--- src/hdl/rita_pkg.sv ---
// shared types and constants for the radix integer to ascii unit
// depends on nothing; imported by rita_ctrl, rita_dp, the top level and the testbench
package rita_pkg;

	localparam int unsigned MAX_RESULTS = 22;
	localparam logic [6:0]  MINUS_CODE  = 7'h2D;
	localparam logic [4:0]  RADIX_MIN   = 5'd8;
	localparam logic [4:0]  RADIX_MAX   = 5'd16;

	typedef struct packed {
		logic [63:0] number_bits;
		logic        signed_mode;
		logic [4:0]  radix;
	} number_beat_t;

	typedef struct packed {
		logic [6:0] char_code;
		logic       last_char;
	} char_beat_t;

	// controller to datapath
	typedef struct packed {
		logic load;
		logic div_step;
		logic store_digit;
		logic rd_issue;
		logic out_sign;
		logic out_digit;
	} rita_cmd_t;

	// datapath to controller
	typedef struct packed {
		logic step_last;
		logic div_end;
		logic sign_needed;
		logic out_free;
		logic last_digit;
	} rita_stat_t;

	function automatic logic [6:0] digit_char(input logic [3:0] d);
		logic [6:0] c;
		if (d < 4'd10) begin
			c = 7'h30 + {3'd0, d};
		end else begin
			c = 7'h41 + {3'd0, d} - 7'd10;
		end
		return c;
	endfunction

endpackage

--- src/hdl/radix_integer_to_ascii_unit.sv ---
// top level of the radix integer to ascii unit
// depends on rita_pkg, rita_ctrl and rita_dp
//
// usage
// - number channel: number_valid / number_stall / number_beat carry one value,
//   a signed flag and a base; bases below 8 act as 8, above 16 as 16
// - char channel: char_valid / char_stall / char_beat carry one ascii
//   character per beat, most significant digit first, an optional leading
//   minus sign, upper-case letters, last_char set on the final beat
// - one number at a time: number_stall is high from the accepted beat until
//   the last character has been loaded into the output register
// - each digit takes byte-serial long division (eight restoring steps per
//   cycle on the 64-bit quotient register), then a write to the digit store
// - characters then leave through a store read, then an output load each;
//   the sign beat needs only an output load when present
// - a number yields at most 22 digits
// - the next number is taken while the final character still waits in the
//   output register
// - a stalled receiver holds the output register; the sequencer waits only
//   when it has a sign or a digit to load, the division runs on regardless
// - reset clears the sequencer, counters and output valid; the digit store
//   needs no clearing since every entry is written before it is read
module radix_integer_to_ascii_unit
	import rita_pkg::*;
#(
	parameter int unsigned DIGIT_DEPTH = 32
) (
	input  logic         clk,
	input  logic         arst_n,
	input  logic         number_valid,
	output logic         number_stall,
	input  number_beat_t number_beat,
	output logic         char_valid,
	input  logic         char_stall,
	output char_beat_t   char_beat
);

	// command and status between sequencer and datapath
	rita_cmd_t  cmd;
	rita_stat_t stat;

	rita_ctrl u_ctrl (
		.clk          (clk),
		.arst_n       (arst_n),
		.number_valid (number_valid),
		.number_stall (number_stall),
		.stat         (stat),
		.cmd          (cmd)
	);

	rita_dp #(
		.DIGIT_DEPTH (DIGIT_DEPTH)
	) u_dp (
		.clk         (clk),
		.arst_n      (arst_n),
		.number_beat (number_beat),
		.cmd         (cmd),
		.stat        (stat),
		.char_valid  (char_valid),
		.char_stall  (char_stall),
		.char_beat   (char_beat)
	);

endmodule

--- src/hdl/rita_ctrl.sv ---
// sequencer for the radix integer to ascii unit
// depends on rita_pkg; drives command beats into rita_dp
module rita_ctrl
	import rita_pkg::*;
(
	input  logic       clk,
	input  logic       arst_n,
	input  logic       number_valid,
	output logic       number_stall,
	input  rita_stat_t stat,
	output rita_cmd_t  cmd
);

	typedef enum logic [5:0] {
		S_IDLE  = 6'b000001,
		S_DIV   = 6'b000010,
		S_STORE = 6'b000100,
		S_SIGN  = 6'b001000,
		S_READ  = 6'b010000,
		S_EMIT  = 6'b100000
	} state_t;

	state_t state_q, state_d;

	always_ff @(posedge clk or negedge arst_n) begin
		if (!arst_n) begin
			state_q <= S_IDLE;
		end else begin
			state_q <= state_d;
		end
	end

	always_comb begin
		state_d      = state_q;
		cmd          = '0;
		number_stall = 1'b1;
		unique case (state_q)
			S_IDLE: begin
				number_stall = 1'b0;
				if (number_valid) begin
					cmd.load = 1'b1;
					state_d  = S_DIV;
				end
			end
			S_DIV: begin
				cmd.div_step = 1'b1;
				if (stat.step_last) begin
					state_d = S_STORE;
				end
			end
			S_STORE: begin
				cmd.store_digit = 1'b1;
				state_d = stat.div_end ? S_SIGN : S_DIV;
			end
			S_SIGN: begin
				if (!stat.sign_needed) begin
					state_d = S_READ;
				end else if (stat.out_free) begin
					cmd.out_sign = 1'b1;
					state_d      = S_READ;
				end
			end
			S_READ: begin
				cmd.rd_issue = 1'b1;
				state_d      = S_EMIT;
			end
			S_EMIT: begin
				if (stat.out_free) begin
					cmd.out_digit = 1'b1;
					state_d = stat.last_digit ? S_IDLE : S_READ;
				end
			end
			default: begin
				state_d = S_IDLE;
			end
		endcase
	end

endmodule

--- src/hdl/rita_dp.sv ---
// datapath: byte-serial division by the radix, digit store, output register
// depends on rita_pkg; controlled by rita_ctrl
module rita_dp
	import rita_pkg::*;
#(
	parameter int unsigned DIGIT_DEPTH = 32
) (
	input  logic         clk,
	input  logic         arst_n,
	input  number_beat_t number_beat,
	input  rita_cmd_t    cmd,
	output rita_stat_t   stat,
	output logic         char_valid,
	input  logic         char_stall,
	output char_beat_t   char_beat
);

	localparam int unsigned CNT_W = $clog2(DIGIT_DEPTH + 1);
	localparam int unsigned IDX_W = $clog2(DIGIT_DEPTH);

	logic [63:0]      quot_q;
	logic [3:0]       rem_q;
	logic [4:0]       base_q;
	logic             minus_q;
	logic [2:0]       step_q;
	logic [CNT_W-1:0] count_q;
	logic [3:0]       rd_data_q;
	logic             char_valid_q;
	char_beat_t       char_beat_q;

	logic [3:0]       mem [DIGIT_DEPTH];

	logic [4:0]       base_in;
	logic             minus_in;
	logic [63:0]      mag_in;
	logic [3:0]       rem_d;
	logic [7:0]       qbits_d;
	logic [CNT_W-1:0] rd_cnt;

	// clamp the base and take the magnitude
	always_comb begin
		base_in = number_beat.radix;
		if (base_in < RADIX_MIN) begin
			base_in = RADIX_MIN;
		end
		if (base_in > RADIX_MAX) begin
			base_in = RADIX_MAX;
		end
		minus_in = number_beat.signed_mode & number_beat.number_bits[63];
		mag_in   = minus_in ? (~number_beat.number_bits + 64'd1) : number_beat.number_bits;
	end

	// eight restoring steps on the top byte of the quotient register
	always_comb begin
		logic [4:0] r;
		logic [4:0] t;
		r       = {1'b0, rem_q};
		qbits_d = '0;
		for (int i = 0; i < 8; i++) begin
			t = {r[3:0], quot_q[63-i]};
			if (t >= base_q) begin
				r           = t - base_q;
				qbits_d[7-i] = 1'b1;
			end else begin
				r = t;
			end
		end
		rem_d = r[3:0];
	end

	always_ff @(posedge clk or negedge arst_n) begin
		if (!arst_n) begin
			quot_q  <= '0;
			rem_q   <= '0;
			step_q  <= '0;
			count_q <= '0;
			minus_q <= 1'b0;
			base_q  <= RADIX_MIN;
		end else begin
			if (cmd.load) begin
				quot_q  <= mag_in;
				rem_q   <= '0;
				step_q  <= '0;
				count_q <= '0;
				minus_q <= minus_in;
				base_q  <= base_in;
			end else if (cmd.div_step) begin
				quot_q <= {quot_q[55:0], qbits_d};
				rem_q  <= rem_d;
				step_q <= step_q + 3'd1;
			end else if (cmd.store_digit) begin
				rem_q   <= '0;
				count_q <= count_q + CNT_W'(1);
			end else if (cmd.out_digit) begin
				count_q <= count_q - CNT_W'(1);
			end
		end
	end

	assign rd_cnt = count_q - CNT_W'(1);

	// digit store, written least significant digit first
	always_ff @(posedge clk) begin
		if (cmd.store_digit) begin
			mem[count_q[IDX_W-1:0]] <= rem_q;
		end
		if (cmd.rd_issue) begin
			rd_data_q <= mem[rd_cnt[IDX_W-1:0]];
		end
	end

	// output register
	always_ff @(posedge clk or negedge arst_n) begin
		if (!arst_n) begin
			char_valid_q <= 1'b0;
		end else if (cmd.out_sign || cmd.out_digit) begin
			char_valid_q <= 1'b1;
		end else if (!char_stall) begin
			char_valid_q <= 1'b0;
		end
	end

	always_ff @(posedge clk) begin
		if (cmd.out_sign) begin
			char_beat_q.char_code <= MINUS_CODE;
			char_beat_q.last_char <= 1'b0;
		end else if (cmd.out_digit) begin
			char_beat_q.char_code <= digit_char(rd_data_q);
			char_beat_q.last_char <= (count_q == CNT_W'(1));
		end
	end

	assign char_valid = char_valid_q;
	assign char_beat  = char_beat_q;

	assign stat.step_last   = (step_q == 3'd7);
	assign stat.div_end     = (quot_q == 64'd0) || (count_q == CNT_W'(DIGIT_DEPTH - 1));
	assign stat.sign_needed = minus_q && (count_q < CNT_W'(MAX_RESULTS));
	assign stat.out_free    = !char_valid_q || !char_stall;
	assign stat.last_digit  = (count_q == CNT_W'(1));

endmodule

--- config.mk ---
export PLATFORM = sky130hd
export DESIGN_NAME = radix_integer_to_ascii_unit
export DESIGN_NICKNAME = d
export VERILOG_FILES = /design/src/hdl/rita_pkg.sv /design/src/hdl/radix_integer_to_ascii_unit.sv /design/src/hdl/rita_ctrl.sv /design/src/hdl/rita_dp.sv
export SDC_FILE = /design/constraint.sdc
export NUM_CORES = 1
export LEC_CHECK = 0
export BUFFER_PORTS_ARGS = -buffer_cell sky130_fd_sc_hd__buf_2
export CAP_MARGIN = 30
export CORE_UTILIZATION = 45
export CTS_BUF_LIST = sky130_fd_sc_hd__clkbuf_16
export DETAILED_ROUTE_END_ITERATION = 10
export PLACE_DENSITY = 0.72
export SETUP_SLACK_MARGIN = 0.3
export SLEW_MARGIN = 25
export SYNTH_ARGS = -nofsm -noshare
export SYNTH_HDL_FRONTEND = slang
export SYNTH_SLANG_ARGS = --single-unit
--- constraint.sdc ---
create_clock -name clk -period 10 [get_ports clk]
set_clock_uncertainty 0.1 [all_clocks]
set_input_delay 0.5 -clock clk [delete_from_list [all_inputs] [get_ports clk]]
set_output_delay 0.5 -clock clk [all_outputs]
set_load 0.03 [all_outputs]
=== Word-level counts from Yosys, hierarchy flattened ===
Memory sizes are Yosys's and may differ from the RTL's. A register that Yosys moved wholly into a read port is not among the register bits.
Cells that the tools add are included.

* Input bits: 74
* Memories: 1
* Register bits after elaboration: 98
* RAM bits: 128
* Logic and storage cells: 120

* Multiplexer cells: 53
* Equality and inequality tests: 15
* Order comparisons: 12
* Add/sub/neg operators: 15
* Bitwise operators: 2
* Reductions and logical operators: 12

{| class="wikitable"
|+ Memory list
! name !! depth !! width !! rd ports !! clocked after memory_dff !! write ports !! line !! RTL
|-
| u_dp.mem || 32 || 4 || 1 || 1 || 1 || rita_dp.sv:31 || <nowiki>logic [3:0] mem [DIGIT_DEPTH];</nowiki>
|}

{| class="wikitable"
|+ Operators with widths
! kind !! count
|-
| two-way mux 64 bit || 3
|-
| adder 64 x 1 -> 64 bit, second input constant || 1
|-
| zero test 64 bit || 1
|-
| inverter 64 bit || 1
|-
| two-way mux 6 bit || 9
|-
| two-way mux 4 bit || 12
|-
| greater-or-equal comparator 5 bit || 8
|-
| case mux 6 bit (6 select lines) || 1
|-
| subtractor 4 bit || 8
|-
| two-way mux 1 bit || 22
|-
| two-way mux 5 bit || 3
|-
| == test 6 x 1 -> 1 bit, second input constant || 2
|-
| == test 6 x 5 -> 1 bit, second input constant || 2
|-
| adder 6 x 4 -> 7 bit, first input constant || 1
|-
| adder 7 x 4 -> 7 bit, first input constant || 1
|-
| two-way mux 7 bit || 1
|-
| subtractor 7 x 4 -> 7 bit, second input constant || 1
|-
| adder 6 x 1 -> 6 bit, second input constant || 1
|-
| == test 6 x 2 -> 1 bit, second input constant || 1
|-
| == test 6 x 3 -> 1 bit, second input constant || 1
|-
| == test 6 x 4 -> 1 bit, second input constant || 1
|-
| == test 6 bit, second input constant || 1
|-
| < comparator 6 x 5 -> 1 bit, second input constant || 1
|-
| two-way mux 3 bit || 2
|-
| 17 further kinds || 24
|}

=== Longest topological paths before layout ===
* Depth in word-level cells: 18
* Gate-level depth with buffers: 48

=== Modules after synthesis ===
Synthesis repeated with hierarchy kept, for this count alone.

* Cell total of the unflattened synthesis: 1197
* Area, all modules: 13345.3 µm²

{| class="wikitable"
|+ By module, submodules not included
! module !! instances !! sequential area each (µm²) !! area each (µm²) !! cells an instance
|-
| rita_dp || 1 || 6227.2 || 12933.7 || 1152
|-
| rita_ctrl || 1 || 151.4 || 411.6 || 45
|}

=== Worst setup path after synthesis ===
OpenSTA, ideal clock, no wires.

* Path type: register to register
* From: register u_dp.base_q[1]
* To: register u_dp.rem_q[3]
* Setup slack: -0.777 ns
* Data required time: 9.782 ns
* Cell stages (with the launch flop): 44
* Arrival time: 10.559 ns
* Cells stage by stage: dfrtp_1 inv_1 ha_1 nand2_1 o21ai_0 a31o_2 mux2_2 ha_1 a21oi_1 o21ai_0 a31oi_1 mux2i_1 ha_1 a21oi_1 o21ai_0 a311o_1 or4b_2 nand3_1 [... 8 more ...] ha_1 o21a_1 o31a_1 o22ai_1 mux2i_1 ha_1 a21oi_1 o21ai_0 a31oi_1 nor2_1 a21o_1 ha_1 a21o_1 a31oi_1 o21ai_1 and2_1 a22o_1 a21o_1

* Cells in the longest elaborated chain, start to end: 18
* Elaborated cells between the ends (all ways): 26
* Classes of those cells: add/sub (8); order compare (8); mux (10)

{| class="wikitable"
|+ Ends and longest elaborated chain
! element !! line !! RTL
|-
| from (decl) || rita_dp.sv:23 || <nowiki>logic [4:0] base_q;</nowiki>
|-
| from (signal assigned) || rita_dp.sv:86 || <nowiki>base_q <= base_in;</nowiki>
|-
| subtractor 4 bit or greater-or-equal comparator 5 bit (tied branches) || rita_dp.sv:62, rita_dp.sv:61 ||
|-
| two-way mux 4 bit || rita_dp.sv:61 || <nowiki>if (t >= base_q) begin</nowiki>
|-
| subtractor 4 bit or greater-or-equal comparator 5 bit (tied branches) || rita_dp.sv:62, rita_dp.sv:61 ||
|-
| two-way mux 4 bit || rita_dp.sv:61 ||
|-
| subtractor 4 bit or greater-or-equal comparator 5 bit (tied branches) || rita_dp.sv:62, rita_dp.sv:61 ||
|-
| two-way mux 4 bit || rita_dp.sv:61 ||
|-
| greater-or-equal comparator 5 bit or subtractor 4 bit (tied branches) || rita_dp.sv:61, rita_dp.sv:62 ||
|-
| two-way mux 4 bit || rita_dp.sv:61 ||
|-
| [... 2 more ...] || - ||
|-
| subtractor 4 bit or greater-or-equal comparator 5 bit (tied branches) || rita_dp.sv:62, rita_dp.sv:61 ||
|-
| two-way mux 4 bit || rita_dp.sv:61 ||
|-
| greater-or-equal comparator 5 bit or subtractor 4 bit (tied branches) || rita_dp.sv:61, rita_dp.sv:62 ||
|-
| two-way mux 4 bit || rita_dp.sv:61 ||
|-
| subtractor 4 bit or greater-or-equal comparator 5 bit (tied branches) || rita_dp.sv:62, rita_dp.sv:61 ||
|-
| two-way mux 4 bit * || rita_dp.sv:61 ||
|-
| two-way mux 4 bit * || rita_dp.sv:87 || <nowiki>end else if (cmd.div_step) begin</nowiki>
|-
| two-way mux 4 bit * || rita_dp.sv:80 || <nowiki>if (cmd.load) begin</nowiki>
|-
| to (signal assigned) || rita_dp.sv:89 || <nowiki>rem_q <= rem_d;</nowiki>
|-
| to (decl) || rita_dp.sv:22 || <nowiki>logic [3:0] rem_q;</nowiki>
|}

Every way passes the cells marked *; elsewhere a longest branch is shown, timed or not.
A chain may end at the register's enable or synchronous reset.

=== Final worst setup path ===
* From: register u_dp.base_q[1]
* To: register u_dp.rem_q[0]

* Cells in the longest elaborated chain, start to end: 18
* Elaborated cells between the ends (all ways): 25
* Classes of those cells: add/sub (7); order compare (8); mux (10)

{| class="wikitable"
|+ Ends and longest elaborated chain
! element !! line
|-
| subtractor 4 bit or greater-or-equal comparator 5 bit (tied branches) || rita_dp.sv:62, rita_dp.sv:61
|-
| two-way mux 4 bit || rita_dp.sv:61
|-
| subtractor 4 bit or greater-or-equal comparator 5 bit (tied branches) || rita_dp.sv:62, rita_dp.sv:61
|-
| two-way mux 4 bit || rita_dp.sv:61
|-
| subtractor 4 bit or greater-or-equal comparator 5 bit (tied branches) || rita_dp.sv:62, rita_dp.sv:61
|-
| two-way mux 4 bit || rita_dp.sv:61
|-
| greater-or-equal comparator 5 bit or subtractor 4 bit (tied branches) || rita_dp.sv:61, rita_dp.sv:62
|-
| two-way mux 4 bit || rita_dp.sv:61
|-
| [... 2 more ...] || -
|-
| subtractor 4 bit or greater-or-equal comparator 5 bit (tied branches) || rita_dp.sv:62, rita_dp.sv:61
|-
| two-way mux 4 bit || rita_dp.sv:61
|-
| subtractor 4 bit or greater-or-equal comparator 5 bit (tied branches) || rita_dp.sv:62, rita_dp.sv:61
|-
| two-way mux 4 bit || rita_dp.sv:61
|-
| greater-or-equal comparator 5 bit * || rita_dp.sv:61
|-
| two-way mux 4 bit * || rita_dp.sv:61
|-
| two-way mux 4 bit * || rita_dp.sv:87
|-
| two-way mux 4 bit * || rita_dp.sv:80
|}

Marked as above.

==> flow_metrics.tcl <==
set metrics [dict create \
    hp-class "in -> reg" \
    ioPinCount 84 \
    nets 1397 \
    rows 62 \
    critPathCapture "u_dp.rem_q[0]" \
    area_growth_pct 19.9 \
    wl_per_cell_microns 21.7 \
    critPathCaptureType "flip-flop" \
    drt-total-wl_microns 36100 \
    path_clk_slew_ps 70 \
    rr_worst_depth 43 \
    critPathSlowestCell "fa_1" \
    synth-edff-count 132 \
    worstSkewPairLatency_ps 520 \
    syn-instance-count 1133 \
    cts_buffers 24 \
    slew-limit-headroom 0.357 \
    netlist_area_sq_mm 0.0131 \
    drive_above_1_share 0.281 \
    report.final.setup_viol 0 \
    place_congestion 0.875 \
    synthMuxAreaShare 0.0890 \
    cts_max_level 1 \
    startpoint "u_dp.base_q[1]" \
    cp_max_fo 9 \
    async_reset_ff_frac 0.391 \
    synth_top_family_by_area "simple AND/OR/NAND/NOR gates" \
    min_period_over_period 0.983 \
    synth_top_flop_cell "edfxtp_1" \
    dr.pass1.iters 7 \
    outcome "complete, no violations" \
    diodes 0 \
    startpoint_type "flip-flop" \
    max_cap_violations 0 \
    start_util 0.457 \
    core_sq_mm 0.0287 \
    worstPathRequired_ps 10290 \
    utilization 0.548 \
    yosys.area_share.xor_xnor 0.0434 \
    synth_nets 1264 \
    drc 0 \
    min_path_cells 2 \
    slowest_delay_ps 440 \
    vias_per_cell 6.26 \
    arrival_ps 10110 \
    synth_compound_area_frac 0.145 \
    hpwlAfterDp_microns 23800 \
    dieArea_sq_mm 0.0299 \
    yosys.area_share.simple 0.147 \
    regToRegEndpoint "u_dp.rem_q[0]" \
    vias 10400 \
    fmax_mhz 102 \
    dieWidth_microns 173 \
    yosys.area_share.adder 0.0589 \
    root_buffer "clkbuf_16" \
    clock_sinks 230 \
    tritoncts "yes" \
    hold_violations 0 \
    cp_common_cell "ha_4" \
    rsz0062_at_grt "true" \
    r2r-start "u_dp.base_q[1]" \
    synth_top_cell_by_area "edfxtp_1" \
    synth.distinct_cells 81 \
    drt_iter0_drc 1083 \
    fp.dieH_microns 173 \
    period_needed_ps 9830 \
    antenna_found_initial 0 \
    grt_first_pass_wirelength_microns 55500 \
    grt_pass1_vias 10100 \
    synth_area_leaders "edfxtp_1, dfrtp_1, mux4_2, ha_1, nor2_1" \
    path_class "reg -> reg" \
    cts_buffer_depth 3 \
    synth-seq-cells 230 \
    grt_use_total 0.233 \
    overflow 0 \
    ant_nets 0 \
    ys_seq_area_frac 0.486 \
    rrSetupSlack_ps 170 \
    tightest_slew_ps 958 \
    port_buffers 83 \
    maxSlewViolCount 0 \
    grt_max_degree 70 \
    syn_area_per_cell_sq_um 11.6 \
    yosys_warnings 0 \
    synth_top_area_share 0.302 \
]
## cells in the mapped netlist (9+ instances only)
| master | count |
|---|---|
| a31oi_1 | 9 |
| a22oi_1 | 32 |
| nand3_1 | 29 |
| nor2b_1 | 13 |
| clkbuf_1 | 35 |
| a222oi_1 | 11 |
| inv_1 | 38 |
| nand2_1 | 70 |
| a21oi_1 | 45 |
| edfxtp_1 | 132 |
| or3_1 | 20 |
| ha_1 | 49 |
| nor4_1 | 33 |
| a21o_1 | 17 |
| a221o_1 | 13 |
| o21ai_1 | 10 |
| a22o_1 | 11 |
| mux2_2 | 14 |
| mux2i_1 | 11 |
| xor2_1 | 31 |
| o21ai_0 | 53 |
| dfrtp_1 | 88 |
| nand4_1 | 15 |
| mux4_2 | 40 |
| xnor2_1 | 34 |
| nor3_1 | 27 |
| nor2_1 | 89 |
## layer usage
| layer | part of all wire | routed length [microns] | up-vias | GRT usage |
|---|---|---|---|---|
| li1 | - | - | 4684 | - |
| met2 | 0.49 | 17700 | 511 | 0.390 |
| met3 | 0.072 | 2610 | 85 | 0.0299 |
| met4 | 0.031 | 1110 | 0 | 0.0708 |
| met5 | 0 | 0 | - | 0 |
| met1 | 0.41 | 14700 | 5157 | 0.316 |
## cells in the final DEF (no fill, tap or decap), types with 6 or more instances in the layout
master     instances
nor3_1            27
edfxtp_1         132
ha_1              27
mux2i_1            8
mux4_2            40
fa_1               8
or2_2              6
nand4_1           15
mux2_2            11
o21ai_1           10
nand3b_1           7
a222oi_1          11
buf_2             82
a21oi_2            6
a221o_1           13
nor2b_1           11
a21oi_1           37
clkbuf_16         24
a21o_1            17
dfrtp_1           85
o21ai_0           46
ha_4              22
buf_4             71
nor2_1            86
a22oi_1           31
nand3_1           27
inv_1             39
a22o_1            11
xor2_1            31
nor4_1            33
or3_1             19
nand2_1           67
o211ai_1           7
xnor2_1           34
dfxtp_1            8
## cell families after synthesis
kind of cell / count (synthesis)
muxes: 65
buffers and inverters: 90
and+or+nand+nor: 359
adders and majority gates: 57
DFF: 230
xor gates and xnor gates: 65
AOI/OAI and AO/OA: 267
## timing repair
action	4_1_cts	5_1_grt
hold endpoints to repair	51	0
setup endpoints to repair	5	5
hold buffers	1	0
gates resized for setup	31	52
pin swaps	22	48
cloned	0	0
setup buffers	21	29
## worst min path at each step
stage                      start                 to
6_report          number_beat[4]     u_dp.base_q[3]
5_1_grt           number_beat[4]     u_dp.base_q[3]
4_1_cts           number_beat[4]     u_dp.base_q[3]
3_5_place_dp   u_dp.char_beat[4]  u_dp.char_beat[4]
3_3_place_gp   u_dp.char_beat[3]  u_dp.char_beat[3]
2_1_floorplan             arst_n  u_ctrl.state_q[1]
## area by class of cell
type / instances / area (sq um)
clock buffer: 24 / 601
clock inverter: 19 / 149
fill: 2388 / 13000
inverter: 38 / 146
multi-input combinational: 813 / 6960
sequential: 230 / 6380
tap: 384 / 480
timing repair buffer: 159 / 1010
## critical path: cells and delay by family, from the launching register on
family | cells | cell delay (ps)
flops | 1 | 430
mux | 4 | 1240
buf+inv | 6 | 970
simple gates | 6 | 880
compound gates | 19 | 3700
fa+ha+maj | 8 | 2310
## flip-flops by register name (all words and copies together) (netlist names)
name	count
u_dp.rd_data_q	4
u_dp.quot_q	64
u_dp.count_q	6
u_dp.char_valid	1
u_dp.rem_q	4
u_dp.minus_q	1
u_dp.base_q	5
u_dp.char_beat	8
u_dp.mem	128
u_dp.step_q	3
u_ctrl.state_q	6
## metrics by stage
| stage | setup TNS, ps | area, sq um | hold slack (ps) | setup WS (ps) | instances |
|---|---|---|---|---|---|
| floorplan | 0 | 13300 | 104 | 316 | 1133 |
| global placement | 0 | 14100 | 352 | 222 | 1573 |
| detailed placement | -484 | 14100 | 361 | -198 | 1573 |
| CTS | 0 | 15200 | 103 | 316 | 1638 |
| global route | -531 | 15700 | 118 | -131 | 1667 |
| finish | 0 | 15700 | 131 | 175 | 1667 |
Power is left out: the tool's default activity adds up to more than one toggle a clock period on the data nets, which glitch-free logic cannot reach.
